--- src/sv/kpd_pkg.sv ---
// Package for the key packet deframer: codes, header constants, result type and
// sequencer state types. No dependencies; compiled before every other file.

package kpd_pkg;

	localparam logic OP_BYTE = 1'b0;
	localparam logic OP_READ = 1'b1;

	localparam logic KIND_FRAME = 1'b0;
	localparam logic KIND_READ  = 1'b1;

	localparam logic [1:0] ST_OK           = 2'd0;
	localparam logic [1:0] ST_BAD_LENGTH   = 2'd1;
	localparam logic [1:0] ST_BAD_CHECKSUM = 2'd2;
	localparam logic [1:0] ST_BAD_TYPE     = 2'd3;

	localparam logic [7:0] START_MARK   = 8'hAA;
	localparam logic [7:0] DEV_LEFT     = 8'h01;
	localparam logic [7:0] DEV_RIGHT    = 8'h02;
	localparam logic [7:0] TYPE_KEY     = 8'h01;
	localparam logic [7:0] TYPE_BALL    = 8'h02;
	localparam logic [7:0] TYPE_SYSTEM  = 8'h03;
	localparam logic [7:0] TYPE_BATTERY = 8'h04;

	localparam int HDR_BYTES  = 5;
	localparam int BALL_BYTES = 4;
	localparam int CNT_W      = 9;
	localparam int COPY_W     = 6;
	localparam int COL_W      = 7;

	typedef enum logic [2:0] {
		S_IDLE,
		S_MRD,
		S_RD,
		S_WR,
		S_EMIT
	} kpd_state_t;

	typedef enum logic {
		JOB_COPY,
		JOB_BALL
	} kpd_job_t;

	typedef struct packed {
		logic               result_kind;
		logic [1:0]         frame_status;
		logic [7:0]         source_device;
		logic [7:0]         frame_type;
		logic [7:0]         frame_length;
		logic               matrix_updated;
		logic               motion_valid;
		logic signed [15:0] move_x;
		logic signed [15:0] move_y;
		logic [7:0]         read_data;
	} kpd_result_t;

endpackage

--- src/sv/kpd_req_if.sv ---
// Input channel of the key packet deframer: valid, ready and one input item.
// Depends on nothing; compiled after kpd_pkg.

interface kpd_req_if;
	logic       valid;
	logic       ready;
	logic       opcode;
	logic [7:0] rx_byte;
	logic [3:0] read_index;

	modport source (output valid, opcode, rx_byte, read_index, input ready);
	modport sink (input valid, opcode, rx_byte, read_index, output ready);
endinterface

--- src/sv/kpd_rsp_if.sv ---
// Result channel of the key packet deframer: valid, ready and one result item.
// Depends on nothing; compiled after kpd_pkg.

interface kpd_rsp_if;
	logic               valid;
	logic               ready;
	logic               result_kind;
	logic [1:0]         frame_status;
	logic [7:0]         source_device;
	logic [7:0]         frame_type;
	logic [7:0]         frame_length;
	logic               matrix_updated;
	logic               motion_valid;
	logic signed [15:0] move_x;
	logic signed [15:0] move_y;
	logic [7:0]         read_data;

	modport source (output valid, result_kind, frame_status, source_device, frame_type,
		frame_length, matrix_updated, motion_valid, move_x, move_y, read_data,
		input ready);
	modport sink (input valid, result_kind, frame_status, source_device, frame_type,
		frame_length, matrix_updated, motion_valid, move_x, move_y, read_data,
		output ready);
endinterface

--- src/sv/key_packet_deframer_unit.sv ---
// Key packet deframer top level: frame parser, payload memory, key matrix memory
// and the copy sequencer. Depends on kpd_pkg, kpd_req_if and kpd_rsp_if.
//
//   Channel  Interface   Role    Item
//   req      kpd_req_if  sink    radio byte or key matrix column read
//   rsp      kpd_rsp_if  source  frame status or key matrix column data
//
// A byte that gives no result leaves the block ready; a column read passes the
// matrix read state. A closing checksum byte adds a read and a write per copied
// key column or trackball byte, all through the one payload memory port.
// A held result stalls the block only when the next result is ready to leave.
// Reset clears the parser and the matrix valid bits at once; no clearing pass.

module key_packet_deframer_unit
	import kpd_pkg::*;
#(
	parameter int MAX_PAYLOAD_BYTES = 32,
	parameter int LEFT_COLUMNS      = 8,
	parameter int RIGHT_COLUMNS     = 8,
	parameter int MATRIX_COLUMNS    = 16
) (
	input  logic clk,
	input  logic arst_n,
	kpd_req_if.sink   req,
	kpd_rsp_if.source rsp
);

	localparam int PAY_AW = $clog2(MAX_PAYLOAD_BYTES);
	localparam int MAT_AW = $clog2(MATRIX_COLUMNS);

	kpd_state_t state_q, state_d;
	kpd_job_t   job_q, job_d;

	logic              in_frame_q;
	logic [CNT_W-1:0]  cnt_q;
	logic [7:0]        xor_q;
	logic [7:0]        dev_q;
	logic [7:0]        type_q;
	logic [7:0]        len_q;
	logic [COPY_W-1:0] i_q;
	logic [COPY_W-1:0] n_q, n_d;
	logic [COL_W-1:0]  base_q, base_d;
	logic              out_valid_q;

	logic [7:0] pay_mem [MAX_PAYLOAD_BYTES];
	logic [7:0] mat_mem [MATRIX_COLUMNS];
	logic [MATRIX_COLUMNS-1:0] mat_vld_q;
	logic [7:0] pay_rd_q;
	logic [7:0] mat_rd_q;
	logic       mat_hit_q;

	kpd_result_t res_q, fin_res, out_q;
	kpd_result_t rd_res, out_d;
	logic [31:0] motion_q;

	logic              acc, acc_byte, acc_read;
	logic              hunt_start, hdr_byte, over, pay_byte, chk_byte;
	logic              xor_ok, known_half, fin_copy, fin_ball;
	logic [CNT_W-1:0]  cnt_inc, pay_ptr, frame_end;
	logic [CNT_W-1:0]  half_cols, copy_len;
	logic [COL_W-1:0]  col;
	logic [7:0]        i_ext, idx_ext;
	logic [MAT_AW-1:0] rd_addr, wr_addr;
	logic              rd_in_range, wr_en, load_out, step_last;

	always_comb begin
		acc      = req.valid && req.ready;
		acc_read = acc && (req.opcode == OP_READ);
		acc_byte = acc && (req.opcode == OP_BYTE);

		cnt_inc   = cnt_q + CNT_W'(1);
		pay_ptr   = cnt_q - CNT_W'(HDR_BYTES);
		frame_end = CNT_W'(HDR_BYTES) + {1'b0, len_q};

		hunt_start = !in_frame_q && (req.rx_byte == START_MARK);
		hdr_byte   = in_frame_q && (cnt_q < CNT_W'(HDR_BYTES));
		over       = hdr_byte && (cnt_q == CNT_W'(HDR_BYTES - 1))
			&& ({1'b0, req.rx_byte} > CNT_W'(MAX_PAYLOAD_BYTES));
		pay_byte   = in_frame_q && !hdr_byte && (cnt_q < frame_end);
		chk_byte   = in_frame_q && !hdr_byte && !pay_byte;

		xor_ok     = (xor_q == req.rx_byte);
		known_half = (dev_q == DEV_LEFT) || (dev_q == DEV_RIGHT);
		half_cols  = (dev_q == DEV_LEFT) ? CNT_W'(LEFT_COLUMNS) : CNT_W'(RIGHT_COLUMNS);
		copy_len   = ({1'b0, len_q} < half_cols) ? {1'b0, len_q} : half_cols;
		base_d     = (dev_q == DEV_LEFT) ? COL_W'(0) : COL_W'(LEFT_COLUMNS);
		fin_copy   = xor_ok && (type_q == TYPE_KEY) && known_half;
		fin_ball   = xor_ok && (type_q == TYPE_BALL) && (len_q >= 8'(BALL_BYTES));

		fin_res                = '0;
		fin_res.result_kind    = KIND_FRAME;
		fin_res.source_device  = dev_q;
		fin_res.frame_type     = type_q;
		fin_res.frame_length   = over ? req.rx_byte : len_q;
		fin_res.matrix_updated = !over && fin_copy;
		fin_res.motion_valid   = !over && fin_ball;
		if (over) begin
			fin_res.frame_status = ST_BAD_LENGTH;
		end else if (!xor_ok) begin
			fin_res.frame_status = ST_BAD_CHECKSUM;
		end else if ((type_q == TYPE_KEY) || (type_q == TYPE_BALL)
			|| (type_q == TYPE_SYSTEM) || (type_q == TYPE_BATTERY)) begin
			fin_res.frame_status = ST_OK;
		end else begin
			fin_res.frame_status = ST_BAD_TYPE;
		end

		rd_res             = '0;
		rd_res.result_kind = KIND_READ;

		out_d        = res_q;
		out_d.move_x = motion_q[15:0];
		out_d.move_y = motion_q[31:16];

		i_ext       = 8'(i_q);
		idx_ext     = 8'(req.read_index);
		rd_addr     = idx_ext[MAT_AW-1:0];
		rd_in_range = COL_W'(req.read_index) < COL_W'(MATRIX_COLUMNS);
		col         = base_q + COL_W'(i_q);
		wr_addr     = col[MAT_AW-1:0];
		wr_en       = (state_q == S_WR) && (job_q == JOB_COPY)
			&& (col < COL_W'(MATRIX_COLUMNS));
		step_last   = (i_q + COPY_W'(1)) == n_q;
		load_out    = (state_q == S_EMIT) && (!out_valid_q || rsp.ready);
	end

	always_comb begin
		state_d = state_q;
		job_d   = job_q;
		n_d     = n_q;
		case (state_q)
			S_IDLE: begin
				if (acc_read) begin
					state_d = S_MRD;
				end else if (acc_byte && over) begin
					state_d = S_EMIT;
				end else if (acc_byte && chk_byte) begin
					if (fin_copy && (copy_len != '0)) begin
						state_d = S_RD;
						job_d   = JOB_COPY;
						n_d     = COPY_W'(copy_len);
					end else if (fin_ball) begin
						state_d = S_RD;
						job_d   = JOB_BALL;
						n_d     = COPY_W'(BALL_BYTES);
					end else begin
						state_d = S_EMIT;
					end
				end
			end
			S_MRD: state_d = S_EMIT;
			S_RD:  state_d = S_WR;
			S_WR:  state_d = step_last ? S_EMIT : S_RD;
			S_EMIT: begin
				if (load_out) begin
					state_d = S_IDLE;
				end
			end
			default: state_d = S_IDLE;
		endcase
	end

	always_ff @(posedge clk or negedge arst_n) begin
		if (!arst_n) begin
			state_q     <= S_IDLE;
			job_q       <= JOB_COPY;
			in_frame_q  <= 1'b0;
			cnt_q       <= '0;
			xor_q       <= '0;
			dev_q       <= '0;
			type_q      <= '0;
			len_q       <= '0;
			i_q         <= '0;
			n_q         <= '0;
			base_q      <= '0;
			out_valid_q <= 1'b0;
			mat_vld_q   <= '0;
		end else begin
			state_q <= state_d;
			job_q   <= job_d;
			n_q     <= n_d;
			if (acc_byte) begin
				if (hunt_start) begin
					in_frame_q <= 1'b1;
					cnt_q      <= CNT_W'(1);
					xor_q      <= START_MARK;
				end else if (hdr_byte) begin
					if (cnt_q == CNT_W'(1)) begin
						dev_q <= req.rx_byte;
					end
					if (cnt_q == CNT_W'(3)) begin
						type_q <= req.rx_byte;
					end
					if (cnt_q == CNT_W'(4)) begin
						len_q <= req.rx_byte;
					end
					xor_q <= xor_q ^ req.rx_byte;
					if (over) begin
						in_frame_q <= 1'b0;
						cnt_q      <= '0;
					end else begin
						cnt_q <= cnt_inc;
					end
				end else if (pay_byte) begin
					xor_q <= xor_q ^ req.rx_byte;
					cnt_q <= cnt_inc;
				end else if (chk_byte) begin
					in_frame_q <= 1'b0;
					cnt_q      <= '0;
					i_q        <= '0;
					base_q     <= base_d;
				end
			end
			if (state_q == S_WR) begin
				i_q <= i_q + COPY_W'(1);
			end
			if (wr_en) begin
				mat_vld_q[wr_addr] <= 1'b1;
			end
			if (load_out) begin
				out_valid_q <= 1'b1;
			end else if (rsp.ready) begin
				out_valid_q <= 1'b0;
			end
		end
	end

	always_ff @(posedge clk) begin
		if (acc_byte && pay_byte) begin
			pay_mem[pay_ptr[PAY_AW-1:0]] <= req.rx_byte;
		end
		pay_rd_q <= pay_mem[i_ext[PAY_AW-1:0]];
	end

	always_ff @(posedge clk) begin
		if (wr_en) begin
			mat_mem[wr_addr] <= pay_rd_q;
		end
		mat_rd_q  <= mat_mem[rd_addr];
		mat_hit_q <= rd_in_range && mat_vld_q[rd_addr];
	end

	always_ff @(posedge clk) begin
		if (acc_read) begin
			res_q <= rd_res;
		end else if (acc_byte && (over || chk_byte)) begin
			res_q <= fin_res;
		end else if (state_q == S_MRD) begin
			res_q.read_data <= mat_hit_q ? mat_rd_q : 8'd0;
		end
		if (acc) begin
			motion_q <= '0;
		end else if ((state_q == S_WR) && (job_q == JOB_BALL)) begin
			motion_q <= {pay_rd_q, motion_q[31:8]};
		end
		if (load_out) begin
			out_q <= out_d;
		end
	end

	assign req.ready          = (state_q == S_IDLE);
	assign rsp.valid          = out_valid_q;
	assign rsp.result_kind    = out_q.result_kind;
	assign rsp.frame_status   = out_q.frame_status;
	assign rsp.source_device  = out_q.source_device;
	assign rsp.frame_type     = out_q.frame_type;
	assign rsp.frame_length   = out_q.frame_length;
	assign rsp.matrix_updated = out_q.matrix_updated;
	assign rsp.motion_valid   = out_q.motion_valid;
	assign rsp.move_x         = out_q.move_x;
	assign rsp.move_y         = out_q.move_y;
	assign rsp.read_data      = out_q.read_data;

	a_hunt_count: assert property (@(posedge clk) disable iff (!arst_n)
		!in_frame_q |-> (cnt_q == '0))
		else $error("byte count not cleared while hunting");

	a_copy_bound: assert property (@(posedge clk) disable iff (!arst_n)
		((state_q == S_RD) || (state_q == S_WR)) |-> (i_q < n_q))
		else $error("payload step beyond its count");

	a_count_bound: assert property (@(posedge clk) disable iff (!arst_n)
		in_frame_q |-> (cnt_q <= CNT_W'(HDR_BYTES + MAX_PAYLOAD_BYTES)))
		else $error("frame byte count beyond the longest frame");

	a_emit_hold: assert property (@(posedge clk) disable iff (!arst_n)
		((state_q == S_EMIT) && out_valid_q && !rsp.ready) |=> (state_q == S_EMIT))
		else $error("result overwrote a held item");

	a_ball_job: assert property (@(posedge clk) disable iff (!arst_n)
		((state_q == S_RD) && (job_q == JOB_BALL)) |-> (n_q == COPY_W'(BALL_BYTES)))
		else $error("trackball read with a wrong byte count");

endmodule

--- src/flat_wrapper.sv ---
// flat-port wrapper written by rule: the top's interface ports become plain ports
module key_packet_deframer_unit_flat import kpd_pkg::*;
#(
	parameter int MAX_PAYLOAD_BYTES = 32,
	parameter int LEFT_COLUMNS      = 8,
	parameter int RIGHT_COLUMNS     = 8,
	parameter int MATRIX_COLUMNS    = 16
)
  (clk, arst_n, req_valid, req_opcode, req_rx_byte, req_read_index, req_ready, rsp_valid, rsp_result_kind, rsp_frame_status, rsp_source_device, rsp_frame_type, rsp_frame_length, rsp_matrix_updated, rsp_motion_valid, rsp_move_x, rsp_move_y, rsp_read_data, rsp_ready);
  kpd_req_if req_i ();
  kpd_rsp_if rsp_i ();
  input  logic clk;
  input  logic arst_n;
  input wire logic [$bits(req_i.valid)-1:0] req_valid;
  input wire logic [$bits(req_i.opcode)-1:0] req_opcode;
  input wire logic [$bits(req_i.rx_byte)-1:0] req_rx_byte;
  input wire logic [$bits(req_i.read_index)-1:0] req_read_index;
  output wire logic [$bits(req_i.ready)-1:0] req_ready;
  output wire logic [$bits(rsp_i.valid)-1:0] rsp_valid;
  output wire logic [$bits(rsp_i.result_kind)-1:0] rsp_result_kind;
  output wire logic [$bits(rsp_i.frame_status)-1:0] rsp_frame_status;
  output wire logic [$bits(rsp_i.source_device)-1:0] rsp_source_device;
  output wire logic [$bits(rsp_i.frame_type)-1:0] rsp_frame_type;
  output wire logic [$bits(rsp_i.frame_length)-1:0] rsp_frame_length;
  output wire logic [$bits(rsp_i.matrix_updated)-1:0] rsp_matrix_updated;
  output wire logic [$bits(rsp_i.motion_valid)-1:0] rsp_motion_valid;
  output wire logic [$bits(rsp_i.move_x)-1:0] rsp_move_x;
  output wire logic [$bits(rsp_i.move_y)-1:0] rsp_move_y;
  output wire logic [$bits(rsp_i.read_data)-1:0] rsp_read_data;
  input wire logic [$bits(rsp_i.ready)-1:0] rsp_ready;
  assign req_i.valid = req_valid;
  assign req_i.opcode = req_opcode;
  assign req_i.rx_byte = req_rx_byte;
  assign req_i.read_index = req_read_index;
  assign req_ready = req_i.ready;
  assign rsp_valid = rsp_i.valid;
  assign rsp_result_kind = rsp_i.result_kind;
  assign rsp_frame_status = rsp_i.frame_status;
  assign rsp_source_device = rsp_i.source_device;
  assign rsp_frame_type = rsp_i.frame_type;
  assign rsp_frame_length = rsp_i.frame_length;
  assign rsp_matrix_updated = rsp_i.matrix_updated;
  assign rsp_motion_valid = rsp_i.motion_valid;
  assign rsp_move_x = rsp_i.move_x;
  assign rsp_move_y = rsp_i.move_y;
  assign rsp_read_data = rsp_i.read_data;
  assign rsp_i.ready = rsp_ready;
  key_packet_deframer_unit #(.MAX_PAYLOAD_BYTES(MAX_PAYLOAD_BYTES), .LEFT_COLUMNS(LEFT_COLUMNS), .RIGHT_COLUMNS(RIGHT_COLUMNS), .MATRIX_COLUMNS(MATRIX_COLUMNS)) u_core (.clk(clk), .arst_n(arst_n), .req(req_i), .rsp(rsp_i));
endmodule
--- config.mk ---
export PLATFORM = sky130hd
export DESIGN_NAME = key_packet_deframer_unit_flat
export DESIGN_NICKNAME = d
export VERILOG_FILES = /design/src/sv/kpd_pkg.sv /design/src/sv/kpd_req_if.sv /design/src/sv/kpd_rsp_if.sv /design/src/sv/key_packet_deframer_unit.sv /design/src/flat_wrapper.sv
export SDC_FILE = /design/constraint.sdc
export NUM_CORES = 1
export LEC_CHECK = 0
export BUFFER_PORTS_ARGS = -buffer_cell sky130_fd_sc_hd__buf_2
export CORE_MARGIN = 2
export CORE_UTILIZATION = 30
export CTS_CLUSTER_SIZE = 24
export DETAILED_ROUTE_END_ITERATION = 16
export PLACE_DENSITY_LB_ADDON = 0.3
export SYNTH_ARGS = -nofsm -noshare
export SYNTH_HDL_FRONTEND = slang
export SYNTH_SLANG_ARGS = --single-unit
export TNS_END_PERCENT = 100
--- constraint.sdc ---
create_clock -name clk -period 4.73 [get_ports clk]
set_input_delay 0.2365 -clock clk [delete_from_list [all_inputs] [get_ports clk]]
set_output_delay 0.2365 -clock clk [all_outputs]
set_load 0.01 [all_outputs]
## Yosys cells after proc, flatten, opt, wreduce, memory -nomap -nowiden

Memories as Yosys holds them, arrays and structs flattened. A register that Yosys moved wholly into a read port is not among the register bits.
Index checks and enable logic that the tools add are counted.

| cells by class | value |
|---|---|
| $add $sub $neg | 5 |
| magnitude comparators | 9 |
| eq/ne operators | 23 |
| multiplexer cells | 48 |
| bitwise operators | 9 |
| reduce and logical (&&, ||, !) cells | 57 |

Operators with widths:

| cell | count |
|---|---|
| 6-bit 2-to-1 mux | 8 |
| 8-bit 2-to-1 mux | 6 |
| 9-bit 2-to-1 mux | 5 |
| 1-bit logical AND | 26 |
| 8-bit by 2-bit equality test with 1-bit output (second input constant) | 3 |
| 3-bit 2-to-1 mux | 7 |
| 8-bit by 1-bit equality test with 1-bit output (second input constant) | 2 |
| 16-bit OR | 1 |
| 4-bit AND reduction | 4 |
| 1-bit 2-to-1 mux | 15 |
| 3-bit one-hot mux with 5 select lines | 1 |
| 5-bit AND reduction | 3 |
| 4-bit by 5-bit less-than comparator with 1-bit output (second input constant) | 2 |
| 3-bit by 8-bit adder with 9-bit output (first input constant) | 1 |
| 9-bit by 1-bit adder with 9-bit output (second input constant) | 1 |
| 9-bit by 1-bit equality test with 1-bit output (second input constant) | 1 |
| 9-bit by 2-bit equality test with 1-bit output (second input constant) | 1 |
| 9-bit by 3-bit equality test with 1-bit output (second input constant) | 1 |
| 9-bit by 3-bit less-than comparator with 1-bit output (second input constant) | 1 |
| 9-bit less-than comparator | 1 |
| 9-bit nonzero test | 1 |
| 8-bit by 3-bit equality test with 1-bit output (second input constant) | 1 |
| 8-bit equality test | 1 |
| 8-bit equality test (second input constant) | 1 |
| 31 further kinds | 57 |

| word-level totals | value |
|---|---|
| flip-flop bits (word level) | 221 |
| memory bits (writable) | 384 |
| word-level logic and storage cells | 186 |
| memories | 2 |

Memories:

| memory | words | bits a word | read ports | clocked after Yosys merged registers in | write ports | line | RTL |
|---|---|---|---|---|---|---|---|
| u_core.pay_mem | 32 | 8 | 1 | 1 | 1 | key_packet_deframer_unit.sv:45 | `logic [7:0] pay_mem [MAX_PAYLOAD_BYTES];` |
| u_core.mat_mem | 16 | 8 | 1 | 1 | 1 | key_packet_deframer_unit.sv:46 | `logic [7:0] mat_mem [MATRIX_COLUMNS];` |

## Depth between registers and ports, before layout

Gate-level depths: netlist (run 1).

| logic depth | value |
|---|---|
| depth in word-level cells | 13 |
| gate-level depth with buffers | 12 |

## Worst setup path before layout (run 1)

No wires, ideal clock.

| path | value |
|---|---|
| kind | reg-to-reg |
| from | register u_core.len_q[0] |
| to | memory u_core.pay_mem[10][0] (enable) |
| arrival time | 2.877 ns |
| data required time | 4.360 ns |
| slack | 1.483 ns |
| stages on the path, launching flop included | 12 |
| clock period less this slack | 3.247 ns |
| cell sequence | dfrtp_1 ha_1 o21ai_0 nor2_1 xnor2_1 ha_1 a21oi_1 o21ai_0 nor3_1 and4_1 nand2_1 nor2_1 |

| between the ends | value |
|---|---|
| longest elaborated chain between the ends | 6 |

RTL lines:

| what | line | RTL |
|---|---|---|
| from (decl) | key_packet_deframer_unit.sv:39 | `logic [7:0] len_q;` |
| from (signal assigned) | key_packet_deframer_unit.sv:195 | `len_q <= req.rx_byte;` |
| 3-bit by 8-bit adder with 9-bit output | key_packet_deframer_unit.sv:73 | `frame_end = CNT_W'(HDR_BYTES) + {1'b0, len_q};` |
| 9-bit less-than comparator | key_packet_deframer_unit.sv:79 | `pay_byte = in_frame_q && !hdr_byte && (cnt_q < frame_end);` |
| 1-bit logical AND | key_packet_deframer_unit.sv:79 |  |
| 1-bit logical AND | key_packet_deframer_unit.sv:229 | `if (acc_byte && pay_byte) begin` |
| 1-bit 2-to-1 mux | key_packet_deframer_unit.sv:229 |  |
| 1-bit 2-to-1 mux (implied by the code) | key_packet_deframer_unit.sv:230 | `pay_mem[pay_ptr[PAY_AW-1:0]] <= req.rx_byte;` |
| to (decl) | key_packet_deframer_unit.sv:45 |  |

Every way passes these cells.

## Worst setup path in the final report (run 1)

| path | value |
|---|---|
| from | register u_core.len_q[0] |
| to | memory u_core.pay_mem[2][4] (enable) |

Same word-level chain as after synthesis.

==> run_results.csv, run 1 <==
group,metric,value,unit
routing,drc,0,
yosys,ys_ff_latch,615,
yosys,yosysWarnings,0,
cells_and_area,final_cell_mix,"edfxtp_1, nand2_1, buf_2, dfxtp_1, mux4_2",
cells_and_area,antenna_cells,0,
clock_network,tritoncts,"done",
worst_setup_path,crit_arrival,4.64,ns
timing,rsz0062_at_grt,"false",
timing,finClkSkew,0.02036,ns
yosys,synth_compound_area_share,6.829,%
floorplan,rows,103,
timing,whs,0.03883,ns
worst_setup_path,worstSetupStartpointType,"flip-flop",
floorplan,die-area,82290,µm²
floorplan,die_w,286.9,µm
routing,num_vias,13400,
routing,wl_per_cell,21.21,µm
timing,tns,0,ns
global_route,first_global_vias,13650,
cells_and_area,num-fill-cells,7516,
timing,fin_crit_sh,93.17,%
yosys,synthAdderAreaFrac,1.095,%
floorplan,die_h,286.9,µm
yosys,synth_cell_type_count,63,
yosys,avgSynthCellArea,16.06,µm²
clock_network,clock-sinks,615,
clock_network,cts_made_buffers,66,
yosys,ys_seq_area_share,71.77,%
yosys,yosys.area_share.simple,6.167,%
cells_and_area,nets,1640,
yosys,synth_fp_nets,1533,
place,dpl.hpwl,37420,µm
yosys,synth.cell_area,24000,µm²
place,port_buffers,87,
timing,hold_viol,0,
clock_network,postCtsResizedCells,0,
floorplan,core_area,79130,µm²
yosys,synth_ff_type,"edfxtp_1",
clock_network,clock_latency,0.61,ns
cells_and_area,drive_gt1_share,20.24,%
global_route,antenna_found_initial,1,
yosys,async_flop_share,12.36,%
yosys,synth_top_family_by_area,"multiplexers",
worst_setup_path,slowest_delay,0.72,ns
floorplan,start_util,30.33,%
job,cap_violations,0,
run_status,status,"completed",
floorplan,io-pin-count,88,
worst_setup_path,crit_type,"reg2reg",
power,powerDensity,398.3,nW/µm²
cells_and_area,final_cells,2705,
global_route,grt_pass1_wl,86160,µm
power,leakagePower,0.009575,µW
worst_setup_path,crit_chain,"ha_1, o21ai_0, nor2_1, xnor2_1, ha_1, a21oi_1, o21ai_0, nor3_1, and4_1, nand2_1, nor2_1",
cells_and_area,syn_to_final_growth,15.84,%
timing,relSlewSlack,21.36,%
worst_setup_path,worst_ep_required_time,4.96,ns
timing,maxSlewViolCount,0,
timing,clock.fmax,226.9,MHz
timing,fin_crit,4.407,ns
routing,vias_per_cell,4.955,
cells_and_area,layout_commonest_cell,"edfxtp_1",
global_route,grt_max_degree,77,
clock_network,clk_path_buf_depth,3,
yosys,synth_cells,1495,
worst_setup_path,cp_max_fo,8,
routing,routed_wirelength,57360,µm
routing,drt_iter0_markers,1095,
timing,finalSetupViolCount,0,
global_route,grtUsageTotal,13.85,%
yosys,synth_edf_count,453,
worst_setup_path,cp-end-kind,"flip-flop",
yosys,synth_xor_xnor_area_share,0.9852,%
power,ir_worst_vdd,0.0002607,V
global_route,grt_overflow,0,
clock_network,clk_pin_slew_worst_paths,0.06,ns
routing,drt-pass1-iter-count,5,
worst_setup_path,cp_slowest_cell,"nor2_1",
timing,worstMarginPinSlew,1.180,ns
place,place.gp.congestion,0.8380,
yosys,muxShareOfSynthArea,11.53,%
routing,drtAntennaViolNets,0,
clock_network,ctsRootBufferMaster,"clkbuf_16",
place,dp_cells,2582,
min_path,hold_path_class,"in2reg",
clock_network,cts.htree.levels,3,
-- state kept, by name (all words and copies together), names as in the netlist, 9 cells and up --
name and cells:
u_core.rsp.move_y 16, u_core.motion_q 32, u_core.mat_mem 128, u_core.cnt_q 9, u_core.mat_vld_q 16, u_core.out_d 37
u_core.rsp.move_x 16, u_core.pay_mem 256
-- stage by stage --
stage | power [µW] | util (%) | instance area, µm² | setup WS, ns
after floorplan | 6033 | - | 24000 | 1.483
after global placement | 6149 | 32.45 | 25680 | 0.5697
after detailed placement | 6152 | 32.45 | 25680 | 0.3868
after CTS | 11190 | 35.14 | 27800 | 0.3375
after global routing | 11420 | 35.14 | 27800 | 0.05126
final | 11070 | 35.14 | 27800 | 0.3230
-- final timing paths --
path	startpoint	to	cells past startpoint	slack (ns)
setup / recovery	u_core.len_q[0]$_DFFE_PN0P_	u_core.pay_mem[2][4]$_DFFE_PP_	11	0.32
hold / removal	req_opcode	u_core.out_d[46]$_SDFFE_PP0P_	2	0.04
setup reg to reg	u_core.len_q[0]$_DFFE_PN0P_	u_core.pay_mem[2][4]$_DFFE_PP_	11	0.32
hold reg to reg	u_core.motion_q[4]$_SDFFE_PP0P_	u_core.rsp.move_x[4]$_DFFE_PP_	0	0.43
max in group asynchronous	arst_n	u_core.i_q[0]$_DFFE_PN0P_	2	3.60
min in group asynchronous	arst_n	u_core.type_q[7]$_DFFE_PN0P_	2	0.36
-- metal layers --
metal	track usage [%]	vias to the layer above	routed length, µm
met5	0	-	12
met2	21.96	430	26680
met1	19.21	6853	25810
met4	3.906	2	1216
met3	2.937	98	3647
li1	-	6021	-
-- critical path, delay by kind of cell (launching register included) --
kind / cells / cell delay, ns
adder cells (fa/ha/maj): 2 / 0.55
AND/OR/NAND/NOR: 5 / 2.29
AO/OA/AOI/OAI: 3 / 0.58
XOR/XNOR: 1 / 0.14
flip-flops: 1 / 0.45
-- power breakdown --
group / total, µW / switching, µW / internal [µW] / leakage, µW
clock: 5040 / 2110 / 2930 / 0.00102
combinational: 210 / 137 / 72.6 / 0.00269
sequential: 5820 / 23.2 / 5800 / 0.00586
total: 11100 / 2270 / 8800 / 0.00958
-- synthesized netlist by cell type, types with 11 or more instances --
cell type,n,area (µm²)
a21o_1,12,90.09
a21oi_1,66,330.3
a22o_1,18,157.7
buf_1,17,63.81
clkbuf_1,58,217.7
dfrtp_1,76,1902
dfxtp_1,86,1722
edfxtp_1,453,13600
ha_1,21,262.8
inv_1,20,75.07
mux2_2,22,247.7
mux2i_1,57,570.6
mux4_2,85,1914
nand2_1,131,491.7
nand3_1,30,150.1
nor2_1,79,296.5
nor3_1,17,85.08
o21ai_0,34,170.2
o21bai_1,12,90.09
o221ai_1,26,227.7
o22ai_1,17,106.4
xnor2_1,16,140.1
xor2_1,11,96.34
-- timing repair --
item | in CTS | in global routing
hold buffers | 2 | 0
hold endpoints to repair | 77 | 0
setup buffers | 0 | 0
-- cell type report --
type                    instances  area [µm²]  share of cell area, %
repair buffers                120       690.7                  2.484
clock buffers                  85        1764                  6.345
inverters                      20       75.07                 0.2700
well taps                    1050        1314                  4.725
clock inverters                36       342.8                  1.233
multi-input cells             779        6386                  22.97
flip-flops and latches        615       17230                  61.97
-- logic make-up after synthesis --
logic type	count (synthesis)
AOI/OAI and AO/OA	241
xor gates and xnor gates	27
adders and majority gates	21
buffers and inverters	101
DFF	615
muxes	167
and+or+nand+nor	323
Power figures use the tool's default switching activity.
==> run 2, diff against run 1 <==
Settings changed: CORE_UTILIZATION 30 to 65.
==> run 2 against run 1 <==
Net effect:
- first-iteration DRC count up 38%
- design area down 3.0%
- cell count down 22%
- power down 2.9%
- clock skew down 0.0049 ns
- clock-buffer cell count unchanged
- die area down 53%
==> run_results.csv, run 2 (synthesis results as in run 1) <==
group,metric,value,unit
run_status,status,"completed",
place,dp_cells,1995,
routing,wl_per_cell,25.29,µm
cells_and_area,num-fill-cells,2143,
global_route,met3_usage,5.518,%
cells_and_area,syn_to_final_growth,12.35,%
cells_and_area,antenna_cells,0,
job,cap_violations,0,
min_path,hold_depth,2,
worst_setup_path,worst_ep_required_time,4.98,ns
timing,clock.fmax,233.1,MHz
clock_network,clk_path_buf_depth,3,
floorplan,die_h,196.2,µm
timing,maxSlewViolCount,0,
routing,vias_per_cell,6.478,
cells_and_area,drive_gt1_share,19.99,%
power,ir_worst_vdd,0.0003917,V
power,p_switching,2145,µW
min_path,min_from,"req_opcode",
worst_setup_path,slowest_delay,0.71,ns
routing,routed_wirelength,53450,µm
global_route,top_usage_layer,"met2",
floorplan,rows,70,
clock_network,cts_made_buffers,59,
worst_setup_path,cp-end-kind,"flip-flop",
cells_and_area,largest_register_ffs,256,
routing,drtAntennaViolNets,0,
worst_setup_path,r2r-end,"u_core.pay_mem[9][5]$_DFFE_PP_",
min_path,hold_path_class,"in2reg",
power,pwr-share-comb,2.0,%
clock_network,cts.htree.levels,2,
routing,drt_iter0_markers,1511,
clock_network,tritoncts,"done",
routing,num_vias,13690,
min_path,min_to,"u_core.out_d[47]$_SDFFE_PP0P_",
global_route,antenna_found_initial,0,
worst_setup_path,cp_max_fo,8,
timing,rsz0062_at_grt,"false",
worst_setup_path,rr_startpoint,"u_core.len_q[0]$_DFFE_PN0P_",
clock_network,postCtsResizedCells,0,
power,pwr-share-clk,43.9,%
power,switching_share,19.94,%
clock_network,clock_latency,0.62,ns
floorplan,start_util,65.72,%
timing,relSlewSlack,17.88,%
global_route,grtUsageTotal,28.48,%
global_route,first_global_vias,13470,
worst_setup_path,crit_chain,"ha_1, o21ai_0, nor2_1, xnor2_1, ha_1, a21oi_1, o21ai_0, nor3_1, and4_1, nand2_1, nor2_1",
power,intPower,8610,µW
cells_and_area,nets,1633,
worst_setup_path,crit_arrival,4.54,ns
timing,hold_viol,0,
timing,fin_crit_sh,90.69,%
timing,worstMarginPinSlew,1.219,ns
timing,finClkSkew,0.01550,ns
global_route,grt_max_degree,77,
clock_network,clk_pin_slew_worst_paths,0.06,ns
worst_setup_path,crit_type,"reg2reg",
cells_and_area,final_cell_mix,"edfxtp_1, nand2_1, buf_2, dfxtp_1, mux4_2",
timing,finalSetupViolCount,0,
floorplan,io-pin-count,88,
floorplan,die_w,196.2,µm
clock_network,ctsRootBufferMaster,"clkbuf_16",
routing,drt-pass1-iter-count,5,
timing,tns,0,ns
place,port_buffers,87,
global_route,grtUsageMet2,44.95,%
global_route,met1_usage,40.57,%
global_route,grt_overflow,0,
routing,drc,0,
power,leakagePower,0.009505,µW
timing,fin_crit,4.290,ns
power,powerDensity,398.8,nW/µm²
worst_setup_path,cp_slowest_cell,"nor2_1",
clock_network,clock-sinks,615,
power,seqPwrFrac,54.1,%
place,place.gp.congestion,0.8620,
worst_setup_path,worstSetupStartpointType,"flip-flop",
cells_and_area,layout_commonest_cell,"edfxtp_1",
worst_setup_path,r2r_cells,11,
global_route,grt_pass1_wl,80820,µm
floorplan,core_area,36520,µm²
floorplan,die-area,38480,µm²
cells_and_area,final_cells,2114,
worst_setup_path,r2r_slack,0.44,ns
place,dpl.hpwl,33030,µm
==> run 2: cell types whose count changed in the layout (fill, tap and decap cells not counted), sizes merged <==
| cell | before | now |
|---|---|---|
| clkinvlp | 3 | 5 |
| dlygate4sd3 | 2 | 7 |
| clkinv | 25 | 15 |
| bufinv | 5 | 4 |
| buf | 118 | 113 |
==> run 2: stage by stage <==
stage / instance area [µm²] / total power (µW) / hold slack (ns) / util, % / setup WS, ns
2_1_floorplan: 24000 / 6033 / -0.05909 / - / 1.483
3_3_place_gp: 24920 / 6135 / 0.4136 / 68.24 / 0.7391
3_5_place_dp: 24920 / 6140 / 0.4148 / 68.24 / 0.6084
4_1_cts: 26970 / 10800 / 0.01362 / 73.84 / 0.5628
5_1_grt: 26970 / 11010 / 0.03632 / 73.84 / 0.2763
6_report: 26970 / 10760 / 0.04265 / 73.84 / 0.4402
==> run 2: cell type report <==
| class | instances | area, µm² | share of cell area [%] |
|---|---|---|---|
| tap | 468 | 585.6 | 2.171 |
| multi-input combinational | 779 | 6386 | 23.68 |
| timing repair buffer | 120 | 715.7 | 2.654 |
| clock buffer | 85 | 1708 | 6.333 |
| sequential | 615 | 17230 | 63.90 |
| clock inverter | 27 | 266.5 | 0.9882 |
| inverter | 20 | 75.07 | 0.2784 |
==> run 2: repair_timing <==
item / CTS / global route
hold buffers: 7 / 0
endpoints found under the hold margin: 82 / 0
buffers inserted: 0 / 0
==> run 2: critical path: cells and delay by family, from the launching register on <==
kind | cells | cell delay [ns]
and+or+nand+nor | 5 | 2.22
adders and majority gates | 2 | 0.56
AOI/OAI and AO/OA | 3 | 0.53
DFF | 1 | 0.45
xor gates and xnor gates | 1 | 0.15
==> run 2: worst max-delay path by stage <==
| stage | cells past startpoint | end | from | slack [ns] |
|---|---|---|---|---|
| after CTS | 11 | u_core.pay_mem[15][0]$_DFFE_PP_ | u_core.len_q[0]$_DFFE_PN0P_ | 0.56 |
| after detailed placement | 11 | u_core.pay_mem[9][0]$_DFFE_PP_ | u_core.len_q[0]$_DFFE_PN0P_ | 0.61 |
| after floorplan | 11 | u_core.pay_mem[10][0]$_DFFE_PP_ | u_core.len_q[0]$_DFFE_PN0P_ | 1.48 |
| final | 11 | u_core.pay_mem[9][5]$_DFFE_PP_ | u_core.len_q[0]$_DFFE_PN0P_ | 0.44 |
| after global routing | 11 | u_core.pay_mem[15][3]$_DFFE_PP_ | u_core.len_q[0]$_DFFE_PN0P_ | 0.28 |
| after global placement | 11 | u_core.pay_mem[3][7]$_DFFE_PP_ | u_core.len_q[0]$_DFFE_PN0P_ | 0.74 |
==> run 2: per-layer routing <==
metal	vias up	part of all wire (%)
met1	6846	40
li1	6006	-
met3	112	8.9
met4	0	2.9
met2	730	48
met5	-	0
==> run 2: power groups by stage <==
stage / combinational (µW) / sequential (µW) / clock (µW)
floorplan: 104 / 5930 / 0
global placement: 201 / 5930 / 0
detailed placement: 205 / 5940 / 0
CTS: 212 / 5820 / 4770
global route: 229 / 5820 / 4960
finish: 210 / 5820 / 4720
